**src/hdl/mmr_pkg.sv**
```systemverilog
// Shared types and constants for the modulation matrix router.
package mmr_pkg;

  // Input item function codes
  typedef enum logic [1:0] {
    FUNC_WRITE  = 2'd0,
    FUNC_SAMPLE = 2'd1,
    FUNC_UPDATE = 2'd2
  } func_t;

  // One routing slot as held in the slot memory
  typedef struct packed {
    logic [3:0]  src;
    logic [3:0]  dst;
    logic [15:0] tmin;
    logic [15:0] tmax;
    logic [31:0] dmin;
    logic [31:0] dmax;
  } slot_t;

  // Divider width plan: 16-bit divisor, 32-bit quotient, 48-bit dividend
  localparam int DIV_STEPS = 32;
  localparam int DIV_CNT_W = 6;

  // Start request to the shared divider
  typedef struct packed {
    logic        start;
    logic [47:0] dividend;
    logic [15:0] divisor;
  } div_req_t;

  // Q16.16 one, and the integer part mask
  localparam logic [31:0] FRAC_ONE  = 32'h0001_0000;
  localparam logic [31:0] INT_MASK  = 32'hFFFF_0000;

endpackage

```
**src/hdl/mmr_div.sv**
```systemverilog
// Shared restoring divider, one quotient bit per cycle.
module mmr_div import mmr_pkg::*; (
  input  logic        clk,
  input  logic        rst,
  input  div_req_t    req,
  output logic        done,
  output logic [31:0] quotient
);

  logic                 busy;
  logic [DIV_CNT_W-1:0] cnt;
  logic [15:0]          rem;
  logic [15:0]          divisor_r;
  logic [31:0]          dq;
  logic [16:0]          rem_sh;
  logic [16:0]          rem_diff;
  logic                 take;

  // Trial subtract of the shifted remainder
  assign rem_sh   = {rem, dq[31]};
  assign rem_diff = rem_sh - {1'b0, divisor_r};
  assign take     = rem_sh >= {1'b0, divisor_r};
  assign quotient = dq;

  // Step counter and done pulse
  always_ff @(posedge clk) begin
    if (rst) begin
      busy <= 1'b0;
      done <= 1'b0;
      cnt  <= '0;
    end else begin
      done <= 1'b0;
      if (req.start) begin
        busy <= 1'b1;
        cnt  <= DIV_CNT_W'(DIV_STEPS);
      end else if (busy) begin
        cnt <= cnt - DIV_CNT_W'(1);
        if (cnt == DIV_CNT_W'(1)) begin
          busy <= 1'b0;
          done <= 1'b1;
        end
      end
    end
  end

  // Load the upper dividend bits as remainder, shift quotient bits in
  always_ff @(posedge clk) begin
    if (req.start) begin
      rem       <= req.dividend[47:32];
      dq        <= req.dividend[31:0];
      divisor_r <= req.divisor;
    end else if (busy) begin
      rem <= take ? rem_diff[15:0] : rem_sh[15:0];
      dq  <= {dq[30:0], take};
    end
  end

`ifndef SYNTH
  a_no_restart: assert property (@(posedge clk) disable iff (rst)
    req.start |-> !busy)
    else $error("divider restarted while busy");

  a_rem_bound: assert property (@(posedge clk) disable iff (rst)
    busy |-> (rem < divisor_r))
    else $error("divider remainder not below divisor");

  a_done_end: assert property (@(posedge clk) disable iff (rst)
    done |-> ($past(busy) && !busy))
    else $error("divider done without a finished run");
`endif

endmodule

```
**src/hdl/mmr_store.sv**
```systemverilog
// Slot table and source sample memories with eligibility and written flags.
module mmr_store import mmr_pkg::*; #(
  parameter int SLOTS   = 8,
  parameter int SOURCES = 16,
  localparam int SLOT_W = (SLOTS > 1) ? $clog2(SLOTS) : 1,
  localparam int SRC_W  = (SOURCES > 1) ? $clog2(SOURCES) : 1
) (
  input  logic              clk,
  input  logic              rst,
  input  logic              slot_we,
  input  logic [SLOT_W-1:0] slot_waddr,
  input  logic              slot_welig,
  input  slot_t             slot_wdata,
  input  logic              slot_re,
  input  logic [SLOT_W-1:0] slot_raddr,
  output slot_t             slot_rdata,
  input  logic              src_we,
  input  logic [SRC_W-1:0]  src_waddr,
  input  logic [31:0]       src_wdata,
  input  logic              src_re,
  input  logic [SRC_W-1:0]  src_raddr,
  input  logic              src_rin,
  output logic [31:0]       src_rdata,
  output logic              src_rok,
  output logic [SLOTS-1:0]  eligible
);

  slot_t              slot_mem [SLOTS];
  logic [31:0]        src_mem  [SOURCES];
  logic [SOURCES-1:0] src_written;

  // Slot memory: one write port, one registered read port
  always_ff @(posedge clk) begin
    if (slot_we) begin
      slot_mem[slot_waddr] <= slot_wdata;
    end
    if (slot_re) begin
      slot_rdata <= slot_mem[slot_raddr];
    end
  end

  // Source memory; an unwritten or out-of-range source reads with src_rok low
  always_ff @(posedge clk) begin
    if (src_we) begin
      src_mem[src_waddr] <= src_wdata;
    end
    if (src_re) begin
      src_rdata <= src_mem[src_raddr];
      src_rok   <= src_rin && src_written[src_raddr];
    end
  end

  // Flags cleared at reset
  always_ff @(posedge clk) begin
    if (rst) begin
      eligible    <= '0;
      src_written <= '0;
    end else begin
      if (slot_we) begin
        eligible[slot_waddr] <= slot_welig;
      end
      if (src_we) begin
        src_written[src_waddr] <= 1'b1;
      end
    end
  end

endmodule

```
**src/hdl/modulation_matrix_router.sv**
```systemverilog
// Top level of the modulation matrix router: sequencer and mapping datapath.
//
// Input channel (in_valid/in_ready) takes one request: write a slot, store a
// source sample, or run an update pass. An update pass walks all SLOTS slots
// in order, skipping inactive slots. An active slot whose sample lies inside
// the threshold window goes through the shared 32-step divider that scales
// the window onto the output window; a value that clamps to a window end
// skips the divider.
// in_ready is high only while no pass is running.
// Output channel (out_valid/out_ready) carries one result per active slot;
// last marks the final result of the pass. A one-entry output register
// holds a result; if the receiver stalls, the pass waits at the next result.
// The configuration channel (cfg_valid/cfg_ready, always ready) writes the
// integer destination mask; write it only while the block is idle.
// Reset (rst, synchronous) marks all slots inactive, all source samples
// zero and clears the mask; it needs no clearing pass.
module modulation_matrix_router import mmr_pkg::*; #(
  parameter int SLOTS        = 8,
  parameter int SOURCES      = 16,
  parameter int DESTINATIONS = 16
) (
  input  logic               clk,
  input  logic               rst,
  input  logic               cfg_valid,
  output logic               cfg_ready,
  input  logic [15:0]        cfg_data,
  input  logic               in_valid,
  output logic               in_ready,
  input  logic [1:0]         func,
  input  logic [2:0]         slot_index,
  input  logic               slot_active,
  input  logic [3:0]         source_select,
  input  logic [3:0]         dest_select,
  input  logic [15:0]        threshold_min,
  input  logic [15:0]        threshold_max,
  input  logic signed [31:0] dest_min,
  input  logic signed [31:0] dest_max,
  input  logic signed [31:0] source_value,
  output logic               out_valid,
  input  logic               out_ready,
  output logic [3:0]         dest_index,
  output logic signed [31:0] dest_value,
  output logic               last
);

  localparam int SLOT_W = (SLOTS > 1) ? $clog2(SLOTS) : 1;
  localparam int SRC_W  = (SOURCES > 1) ? $clog2(SOURCES) : 1;
  localparam int CNT_W  = $clog2(SLOTS + 1);

  typedef enum logic [7:0] {
    S_IDLE = 8'b0000_0001,
    S_SCAN = 8'b0000_0010,
    S_SRC  = 8'b0000_0100,
    S_LOAD = 8'b0000_1000,
    S_MUL  = 8'b0001_0000,
    S_DIV  = 8'b0010_0000,
    S_FIN  = 8'b0100_0000,
    S_OUT  = 8'b1000_0000
  } state_t;

  state_t           state;
  state_t           state_next;
  logic [CNT_W-1:0] idx;
  logic [15:0]      integer_dest_mask;

  logic             in_fire;
  logic             slot_we;
  logic             slot_welig;
  slot_t            slot_wdata;
  logic             src_we;
  slot_t            slot_q;
  logic [31:0]      src_rdata;
  logic             src_rok;
  logic [SLOTS-1:0] eligible;
  logic             walk_done;
  logic             later;

  logic [32:0]      num_r;
  logic [16:0]      den_r;
  logic [32:0]      span_r;
  logic             last_r;
  logic [31:0]      val;

  logic [32:0]      num_abs;
  logic [16:0]      den_abs;
  logic [32:0]      span_abs;
  logic             take_min;
  logic             take_max;
  div_req_t         div_req;
  logic             div_done;
  logic [31:0]      div_q;
  logic [33:0]      q_signed;
  logic [33:0]      sum;
  logic             out_load;
  logic             int_dst;
  logic [31:0]      val_int;
  logic [31:0]      out_val;

  assign cfg_ready = 1'b1;
  assign in_ready  = (state == S_IDLE);
  assign in_fire   = in_valid && in_ready;

  // Decode slot and sample writes; out-of-range targets are dropped
  assign slot_we    = in_fire && (func == FUNC_WRITE) && (32'(slot_index) < SLOTS);
  assign slot_welig = slot_active && (32'(dest_select) < DESTINATIONS);
  assign src_we     = in_fire && (func == FUNC_SAMPLE) && (32'(source_select) < SOURCES);

  always_comb begin
    slot_wdata.src  = source_select;
    slot_wdata.dst  = dest_select;
    slot_wdata.tmin = threshold_min;
    slot_wdata.tmax = threshold_max;
    slot_wdata.dmin = dest_min;
    slot_wdata.dmax = dest_max;
  end

  mmr_store #(
    .SLOTS   (SLOTS),
    .SOURCES (SOURCES)
  ) u_store (
    .clk        (clk),
    .rst        (rst),
    .slot_we    (slot_we),
    .slot_waddr (SLOT_W'(slot_index)),
    .slot_welig (slot_welig),
    .slot_wdata (slot_wdata),
    .slot_re    (state == S_SCAN),
    .slot_raddr (idx[SLOT_W-1:0]),
    .slot_rdata (slot_q),
    .src_we     (src_we),
    .src_waddr  (SRC_W'(source_select)),
    .src_wdata  (source_value),
    .src_re     (state == S_SRC),
    .src_raddr  (SRC_W'(slot_q.src)),
    .src_rin    (32'(slot_q.src) < SOURCES),
    .src_rdata  (src_rdata),
    .src_rok    (src_rok),
    .eligible   (eligible)
  );

  assign walk_done = (idx == CNT_W'(SLOTS));

  // Any eligible slot after the current one
  always_comb begin
    later = 1'b0;
    for (int j = 0; j < SLOTS; j++) begin
      if (eligible[j] && (CNT_W'(j) > idx)) begin
        later = 1'b1;
      end
    end
  end

  // Magnitudes and window decision
  always_comb begin
    num_abs  = num_r[32] ? (~num_r + 33'd1) : num_r;
    den_abs  = den_r[16] ? (~den_r + 17'd1) : den_r;
    span_abs = span_r[32] ? (~span_r + 33'd1) : span_r;
    take_min = (den_r == '0) || (num_r == '0) || (num_r[32] != den_r[16]);
    take_max = num_abs >= {17'b0, den_abs[15:0]};
  end

  // Start the divider on |num| * |span| / |den| inside the window
  always_comb begin
    div_req.start    = (state == S_MUL) && !take_min && !take_max;
    div_req.dividend = 48'(num_abs[15:0]) * 48'(span_abs[31:0]);
    div_req.divisor  = den_abs[15:0];
  end

  mmr_div u_div (
    .clk      (clk),
    .rst      (rst),
    .req      (div_req),
    .done     (div_done),
    .quotient (div_q)
  );

  // Apply the span sign and offset by the window minimum
  assign q_signed = span_r[32] ? (~{2'b0, div_q} + 34'd1) : {2'b0, div_q};
  assign sum      = {{2{slot_q.dmin[31]}}, slot_q.dmin} + q_signed;

  // Clear the fraction for integer destinations, truncating toward zero
  assign int_dst  = integer_dest_mask[slot_q.dst];
  assign val_int  = (val[31] && (val[15:0] != 16'd0)) ? ((val & INT_MASK) + FRAC_ONE)
                                                      : (val & INT_MASK);
  assign out_val  = int_dst ? val_int : val;
  assign out_load = (state == S_OUT) && (!out_valid || out_ready);

  // Sequencer
  always_comb begin
    state_next = state;
    case (state)
      S_IDLE: begin
        if (in_fire && (func == FUNC_UPDATE)) begin
          state_next = S_SCAN;
        end
      end
      S_SCAN: begin
        if (walk_done) begin
          state_next = S_IDLE;
        end else if (eligible[idx[SLOT_W-1:0]]) begin
          state_next = S_SRC;
        end
      end
      S_SRC:  state_next = S_LOAD;
      S_LOAD: state_next = S_MUL;
      S_MUL: begin
        state_next = (take_min || take_max) ? S_OUT : S_DIV;
      end
      S_DIV: begin
        if (div_done) begin
          state_next = S_FIN;
        end
      end
      S_FIN:  state_next = S_OUT;
      S_OUT: begin
        if (out_load) begin
          state_next = S_SCAN;
        end
      end
      default: state_next = S_IDLE;
    endcase
  end

  // Control registers
  always_ff @(posedge clk) begin
    if (rst) begin
      state             <= S_IDLE;
      idx               <= '0;
      out_valid         <= 1'b0;
      integer_dest_mask <= '0;
    end else begin
      state <= state_next;
      if (cfg_valid && cfg_ready) begin
        integer_dest_mask <= cfg_data;
      end
      if (out_load) begin
        out_valid <= 1'b1;
      end else if (out_ready) begin
        out_valid <= 1'b0;
      end
      if (state == S_IDLE) begin
        idx <= '0;
      end else if ((state == S_SCAN) && !walk_done && !eligible[idx[SLOT_W-1:0]]) begin
        idx <= idx + CNT_W'(1);
      end else if (out_load) begin
        idx <= idx + CNT_W'(1);
      end
    end
  end

  // Datapath registers
  always_ff @(posedge clk) begin
    if (state == S_SRC) begin
      last_r <= !later;
    end
    if (state == S_LOAD) begin
      num_r  <= {src_rok & src_rdata[31], src_rok ? src_rdata : 32'd0}
                - {17'b0, slot_q.tmin};
      den_r  <= {1'b0, slot_q.tmax} - {1'b0, slot_q.tmin};
      span_r <= {slot_q.dmax[31], slot_q.dmax} - {slot_q.dmin[31], slot_q.dmin};
    end
    if (state == S_MUL) begin
      val <= take_min ? slot_q.dmin : slot_q.dmax;
    end
    if (state == S_FIN) begin
      val <= sum[31:0];
    end
    if (out_load) begin
      dest_index <= slot_q.dst;
      dest_value <= out_val;
      last       <= last_r;
    end
  end

`ifndef SYNTH
  a_div_in_div: assert property (@(posedge clk) disable iff (rst)
    div_done |-> (state == S_DIV))
    else $error("divider finished outside the divide step");

  a_out_hold: assert property (@(posedge clk) disable iff (rst)
    (out_valid && !out_ready) |=> (out_valid && $stable(dest_index) &&
                                   $stable(dest_value) && $stable(last)))
    else $error("result changed or dropped while stalled");

  a_state_onehot: assert property (@(posedge clk) disable iff (rst)
    $onehot(state))
    else $error("sequencer state not one-hot");
`endif

endmodule
```
**config.mk**
```make
export PLATFORM = sky130hd
export DESIGN_NAME = modulation_matrix_router
export DESIGN_NICKNAME = d
export VERILOG_FILES = /design/src/hdl/mmr_pkg.sv /design/src/hdl/mmr_div.sv /design/src/hdl/mmr_store.sv /design/src/hdl/modulation_matrix_router.sv
export SDC_FILE = /design/constraint.sdc
export NUM_CORES = 2
export LEC_CHECK = 0
export BUFFER_PORTS_ARGS = -buffer_cell sky130_fd_sc_hd__buf_2
export CAP_MARGIN = 0
export CELL_PAD_IN_SITES_DETAIL_PLACEMENT = 0
export CELL_PAD_IN_SITES_GLOBAL_PLACEMENT = 2
export CORE_ASPECT_RATIO = 0.6
export CORE_MARGIN = 2
export CORE_UTILIZATION = 40
export CTS_BUF_LIST = sky130_fd_sc_hd__clkbuf_16
export CTS_CLUSTER_DIAMETER = 100
export DETAILED_ROUTE_END_ITERATION = 6
export PLACE_DENSITY_LB_ADDON = 0.1
export SYNTH_ARGS = -nofsm -noshare
export SYNTH_HDL_FRONTEND = slang
export SYNTH_SLANG_ARGS = --single-unit
```
**constraint.sdc**
```tcl
create_clock -name clk -period 12.6 [get_ports clk]
set_clock_uncertainty 0.15 [all_clocks]
set_input_delay 2.52 -clock clk [delete_from_list [all_inputs] [get_ports clk]]
set_output_delay 2.52 -clock clk [all_outputs]
set_load 0.02 [all_outputs]
```
# [Word level (Yosys, flattened, before mapping)]
# Memory sizes are Yosys's and may differ from the RTL's. A register that Yosys moved wholly into a read port is not among the register bits.
# Cells that the tools add are included.
[word_totals] ff_bits=279 latchBits=0 ramBits=1344 mem_bits_ro=0 in_bits=163 output_inout_bits=40 wordCells=175 mem_count=2
[mem_list] memory="u_store.slot_mem" depth=8 width=104 read_ports=1 rd_clocked_by_memory_dff=1 wr=1 line_no="mmr_store.sv:28" rtl="slot_t slot_mem [SLOTS];"
[mem_list] memory="u_store.src_mem" depth=16 width=32 read_ports=1 rd_clocked_by_memory_dff=1 wr=1 line_no="mmr_store.sv:29" rtl="logic [31:0] src_mem [SOURCES];"
[op_classes] n_addsub=12 multipliers=1 div_mod_pow=0 magnitude_cmp=17 n_eq_ne=17 shifts=0 n_mux=55 bitwise=7 n_reduce_logical=42
[ops] op="32-bit 2-to-1 mux" count=10
[ops] op="32-bit by 1-bit adder with 32-bit output (second input constant)" count=2
[ops] op="16-bit 2-to-1 mux" count=4
[ops] op="32-bit inverter" count=2
[ops] op="8-bit one-hot mux with 8 select lines" count=1
[ops] op="16-bit by 32-bit multiplier with 48-bit output" count=1
[ops] op="8-bit 2-to-1 mux" count=6
[ops] op="33-bit by 1-bit adder with 33-bit output (second input constant)" count=1
[ops] op="33-bit by 16-bit greater-or-equal comparator with 1-bit output" count=1
[ops] op="33-bit zero test" count=1
[ops] op="33-bit 2-to-1 mux" count=1
[ops] op="33-bit inverter" count=1
[ops] op="32-bit by 32-bit subtractor with 33-bit output" count=1
[ops] op="33-bit by 16-bit subtractor with 33-bit output" count=1
[ops] op="32-bit by 17-bit adder with 32-bit output (second input constant)" count=1
[ops] op="32-bit adder" count=1
[ops] op="1-bit 2-to-1 mux" count=23
[ops] op="1-bit logical AND" count=20
[ops] op="17-bit by 16-bit greater-or-equal comparator with 1-bit output" count=1
[ops] op="17-bit zero test" count=1
[ops] op="16-bit by 16-bit subtractor with 17-bit output" count=1
[ops] op="16-bit by 1-bit adder with 16-bit output (second input constant)" count=1
[ops] op="3-bit by 4-bit > comparator with 1-bit output (first input constant)" count=4
[ops] op="16-bit inverter" count=1
[ops] op="43 further kinds" count=64

# [Depth between registers and ports, before layout]
[depth] word_depth=11 depth_mapped=34 ltp_nobuf=33

# [Cells and area by module]
# A second synthesis with hierarchy kept.
[unflattened] hier_cells=6111 hier_area_um2=90663.2
[modules_own_cells] module="mmr_store" n_inst=1 cells_each=2258 area_per_inst_um2=55891.1 seq_area_each_um2=44953.1
[modules_own_cells] module="modulation_matrix_router" n_inst=1 cells_each=3505 area_per_inst_um2=30704.4 seq_area_each_um2=5175.0
[modules_own_cells] module="mmr_div" n_inst=1 cells_each=348 area_per_inst_um2=4067.7 seq_area_each_um2=2082.0

# [Worst setup path before layout]
# No wires, ideal clock.
[synth_timing] path_type="input port to flip-flop" start="input port in_valid" end="register u_store.eligible[0]" setup_time_ns=0.128 arrival_time_ns=10.715 t_required_ns=12.322 slack_ns=1.608 path_stages=6 n_path_buf=0 cell_sequence="nand2_1 nor3_1 nand2b_1 nor3_1 mux2i_1 nor2_1"
[synth_between] elab_chain_cells=2
[synth_lines] element="from (decl)" line_no="modulation_matrix_router.sv:27" rtl="input logic in_valid,"
[synth_lines] element="1-bit logical AND" line_no="modulation_matrix_router.sv:101" rtl="assign in_fire = in_valid && in_ready;"
[synth_lines] element="1-bit logical AND" line_no="modulation_matrix_router.sv:104" rtl="assign slot_we = in_fire && (func == FUNC_WRITE) && (32'(slot_index) < SLOTS);"
[synth_lines] element="to (signal, indexed assignment)" line_no="mmr_store.sv:60" rtl="eligible[slot_waddr] <= slot_welig;"
[synth_lines] element="to (decl)" line_no="mmr_store.sv:25" rtl="output logic [SLOTS-1:0] eligible"
# No other way between the ends.
# A chain may end at the register's enable or synchronous reset.

# [Worst setup path in the final report]
[layout_timing] start="register span_r[7]" end="register u_div.rem[12] (data pin)"
[layout_between] elab_chain_cells=5
[layout_lines] element="from (decl)" line_no="modulation_matrix_router.sv:80" rtl="logic [32:0] span_r;"
[layout_lines] element="from (signal assigned)" line_no="modulation_matrix_router.sv:260" rtl="span_r <= {slot_q.dmax[31], slot_q.dmax} - {slot_q.dmin[31], slot_q.dmin};"
[layout_lines] element="32-bit inverter" line_no="modulation_matrix_router.sv:157" rtl="span_abs = span_r[32] ? (~span_r + 33'd1) : span_r;"
[layout_lines] element="32-bit by 1-bit adder with 32-bit output" line_no="modulation_matrix_router.sv:157"
[layout_lines] element="32-bit 2-to-1 mux *" line_no="modulation_matrix_router.sv:157"
[layout_lines] element="16-bit by 32-bit multiplier with 48-bit output *" line_no="modulation_matrix_router.sv:165" rtl="div_req.dividend = 48'(num_abs[15:0]) * 48'(span_abs[31:0]);"
[layout_lines] element="16-bit 2-to-1 mux *" line_no="mmr_div.sv:48" rtl="if (req.start) begin"
[layout_lines] element="to (signal assigned)" line_no="mmr_div.sv:49" rtl="rem <= req.dividend[47:32];"
[layout_lines] element="to (signal assigned)" line_no="mmr_div.sv:53" rtl="rem <= take ? rem_diff[15:0] : rem_sh[15:0];"
[layout_lines] element="to (decl)" line_no="mmr_div.sv:12" rtl="logic [15:0] rem;"
# Every way passes the cells marked *; elsewhere a longest branch is shown, timed or not.

==> impl_metrics.py <==
metrics = {
    "sta": {
        "max_freq_mhz": 94.5,
        "setup_viol": 0,
        "slew-limit-headroom_pct": 11.1,
        "hold_violations": 0,
        "fin_crit_ns": 10.59,
        "holdWs_ns": 0.279,
        "worst_pin_slew_ns": 1.33,
        "drv_slew": 0,
        "tns_ns": 0,
        "fin_crit_sh_pct": 84.0,
        "rsz0062_at_grt": "no",
        "final.setup.worst_slack_ns": 2.01,
    },
    "place": {
        "port_buffers": 201,
        "hpwl_um": 170000,
        "place.gp.congestion": 0.876,
        "dp_slack_ns": 2.16,
    },
    "critical_path": {
        "worst_ep_arrival_time_ns": 11.02,
        "r2r_cells": 26,
        "startpoint_type": "flip-flop",
        "cp-end-kind": "flip-flop",
        "rr_startpoint": "span_r[7]$_DFFE_PP_",
        "cp_data_required_time_ns": 13.04,
        "crit_start": "span_r[7]$_DFFE_PP_",
        "worstPathMaxFanout": 11,
        "r2r_end": "u_div.rem[12]$_DFFE_PP_",
        "critPathKind": "flip-flop to flip-flop",
        "rrSetupSlack_ns": 2.01,
    },
    "cts": {
        "clk_path_buf_depth": 4,
        "clkSinkCount": 1759,
        "postCtsSetupBuffers": 0,
        "insertion_delay_ns": 0.87,
        "path_clk_slew_ns": 0.07,
        "cts-hold-fix-buffers": 0,
        "htreeDepth": 4,
        "cts_root_buf": "clkbuf_16",
        "postCtsResizedCells": 0,
        "cts_tree": "built",
        "numCtsBuffers": 177,
    },
    "floorplanning": {
        "fp.coreArea_mm2": 0.222,
        "rows": 134,
        "start_util_pct": 40.2,
        "die_w_um": 614,
        "die_y_um": 370,
        "io_pins": 203,
        "fp.dieArea_mm2": 0.227,
    },
    "power_and_ir_drop": {
        "p_per_area_mw_per_mm2": 122,
        "leakage_nw": 35.7,
        "ir_worst_vdd_mv": 0.109,
    },
    "route": {
        "dr.pass1.iters": 5,
        "antenna_left": 0,
        "met1_length_um": 126000,
        "post_drt_wl_per_cell_um": 26.7,
        "routed-wl-met2_um": 103000,
        "top_layer": "met5",
        "drt-initial-drc-count": 4282,
        "via_per_inst": 5.37,
        "routed_wl_um": 250000,
        "drcViolationCount": 0,
        "dr_wl_met3_um": 17300,
        "via_count": 50300,
    },
    "synth": {
        "synth_common_cells": "edfxtp_1 (1698), inv_1 (542), nand2_1 (503)",
        "synth_cells": 5967,
        "synth_top_area_share_pct": 57.0,
        "synth_top_family_by_area": "adder cells",
        "ys_ff_latch": 1759,
        "synth_nets": 6810,
        "synth_top_cell_by_area": "edfxtp_1",
        "synth_area_mm2": 0.0894,
        "ys.flop_type": "edfxtp_1",
        "synth_compound_area_share_pct": 4.61,
        "synth-edff-count": 1698,
        "synth-xor-area-share_pct": 2.70,
        "yosys.area_share.simple_pct": 6.59,
        "synth.yosys.seq_area_share_pct": 58.4,
        "synthTopCellsByArea": "edfxtp_1 (57%), mux4_2 (9.6%), fa_1 (9.5%), ha_1 (3.6%), inv_1 (2.3%)",
        "synthAdderAreaFrac_pct": 13.1,
        "yosysWarnings": 0,
        "async_flop_share_pct": 0,
        "synth_most_common_cell": "edfxtp_1",
        "avgSynthCellArea_um2": 15.0,
        "muxShareOfSynthArea_pct": 11.4,
        "synth_cell_types": 89,
    },
    "global_route": {
        "grt_pass1_vias": 50500,
        "grtUsageTotal_pct": 22.0,
        "grt_pass1_wl_um": 363000,
        "grt_max_degree": 106,
        "antenna_found_initial": 28,
        "grt_overflow": 0,
    },
    "finish": {
        "fin_util_pct": 45.0,
        "fillers": 19700,
        "fin_nets": 7085,
        "drive_above_1_share_pct": 18.1,
        "area_growth_pct": 12.0,
    },
    "hold_path": {
        "min_from": "last_r$_DFFE_PP_",
        "hold_end": "last$_DFFE_PP_",
        "min_path_cells": 0,
        "hp-class": "flip-flop to flip-flop",
    },
    "job": {
        "max_cap_violations": 0,
    },
    "status": {
        "status": "finished, final reports clean",
    },
}
[flip-flops by register name, summed over array words and instances (netlist names), 32 cells and up]
signal,cells
dest_value,32
u_store.src_rdata,32
num_r,33
u_div.quotient,32
val,32
u_store.slot_mem,832
u_store.slot_rdata,104
u_store.src_mem,512
span_r,33
[layout make-up]
cell class                 instances  area [um^2]  share of cell area [%]
clock buffer                     180         4500                    4.50
clock inverter                   128          947                   0.946
antenna                            9         22.5                  0.0225
sequential                      1759        52200                    52.1
inverter                         551         2070                    2.07
timing repair buffer             314         1940                    1.94
tap                             2992         3740                    3.74
multi-input combinational       3439        34700                    34.6
[through the flow]
step	cells	instance area, um^2	total power, W
6_report	9372	100000	0.0123
3_3_place_gp	9055	94700	0.00730
4_1_cts	9363	100000	0.0124
2_1_floorplan	5967	89400	0.00705
3_5_place_dp	9055	94700	0.00731
5_1_grt	9367	100000	0.0127
[worst max-delay path, cell delays in order, from the launching register on]
cell      delay [ns]
edfxtp_1        0.48
or4_1           0.60
or3_1           0.36
or3_1           0.45
or3_1           0.46
and2_1          0.22
xor2_1          0.93
nand2_1         0.19
fa_1            0.55
fa_1            0.52
fa_1            0.51
inv_1           0.06
fa_1            0.50
fa_1            0.50
inv_1           0.05
fa_1            0.47
inv_1           0.05
ha_1            0.38
nand2_1         0.09
o21ai_0         0.43
nor2_1          0.16
a221oi_1        0.70
a31oi_1         0.38
o21ai_0         0.67
a21boi_0        0.23
xor2_1          0.18
mux2i_1         0.09
[layout by cell type, fill, tap and decap left out, types with 22 or more instances in the layout]
master | synthesis | layout
a21o_1 | 52 | 52
a21oi_1 | 185 | 184
a31oi_1 | 24 | 24
and2_1 | 39 | 39
buf_2 | 2 | 201
buf_4 | 1 | 106
clkbuf_16 | 0 | 180
clkinv_1 | 8 | 48
clkinv_2 | 0 | 29
dfxtp_1 | 61 | 58
edfxtp_1 | 1698 | 1698
fa_1 | 423 | 423
ha_1 | 257 | 257
inv_1 | 542 | 568
mux2_2 | 108 | 108
mux2i_1 | 31 | 31
mux4_2 | 380 | 380
nand2_1 | 503 | 503
nand2b_1 | 40 | 39
nand3_1 | 42 | 42
nand4_1 | 27 | 27
nor2_1 | 427 | 409
nor2b_1 | 52 | 51
nor3_1 | 54 | 48
o21a_1 | 22 | 22
o21ai_0 | 143 | 143
o21ai_1 | 24 | 24
o31ai_1 | 32 | 32
or3_1 | 23 | 23
xnor2_1 | 174 | 157
xor2_1 | 100 | 89
[per-layer routing]
metal,vias to the layer above,global-route usage (%)
met5,-,0.289
met4,14,3.61
met3,264,5.16
met2,1324,30.6
met1,26300,35.0
li1,22400,-
[power by group]
part	switching (W)	internal (W)
Combinational	0.000396	0.000247
Sequential	0.0000395	0.00650
Clock	0.00224	0.00284
[worst max path at each step]
stage	to	slack, ns	depth (start not counted)
floorplan	u_store.eligible[0]$_SDFFE_PP0P_	1.61	6
global placement	u_div.rem[13]$_DFFE_PP_	2.19	27
detailed placement	u_div.rem[12]$_DFFE_PP_	2.16	26
CTS	u_div.rem[12]$_DFFE_PP_	2.20	26
global route	u_div.rem[12]$_DFFE_PP_	1.59	26
finish	u_div.rem[12]$_DFFE_PP_	2.01	26
[cells by family (layout without fill, tap and decap cells)]
logic type,after synthesis,after routing
other,1,10
and+or+nand+nor,1314,1314
AOI/OAI and AO/OA,645,645
muxes,524,524
DFF,1759,1759
adders and majority gates,680,680
buffers and inverters,769,1173
xor gates and xnor gates,275,275
Note: power is estimated with default switching activity, not from simulation.
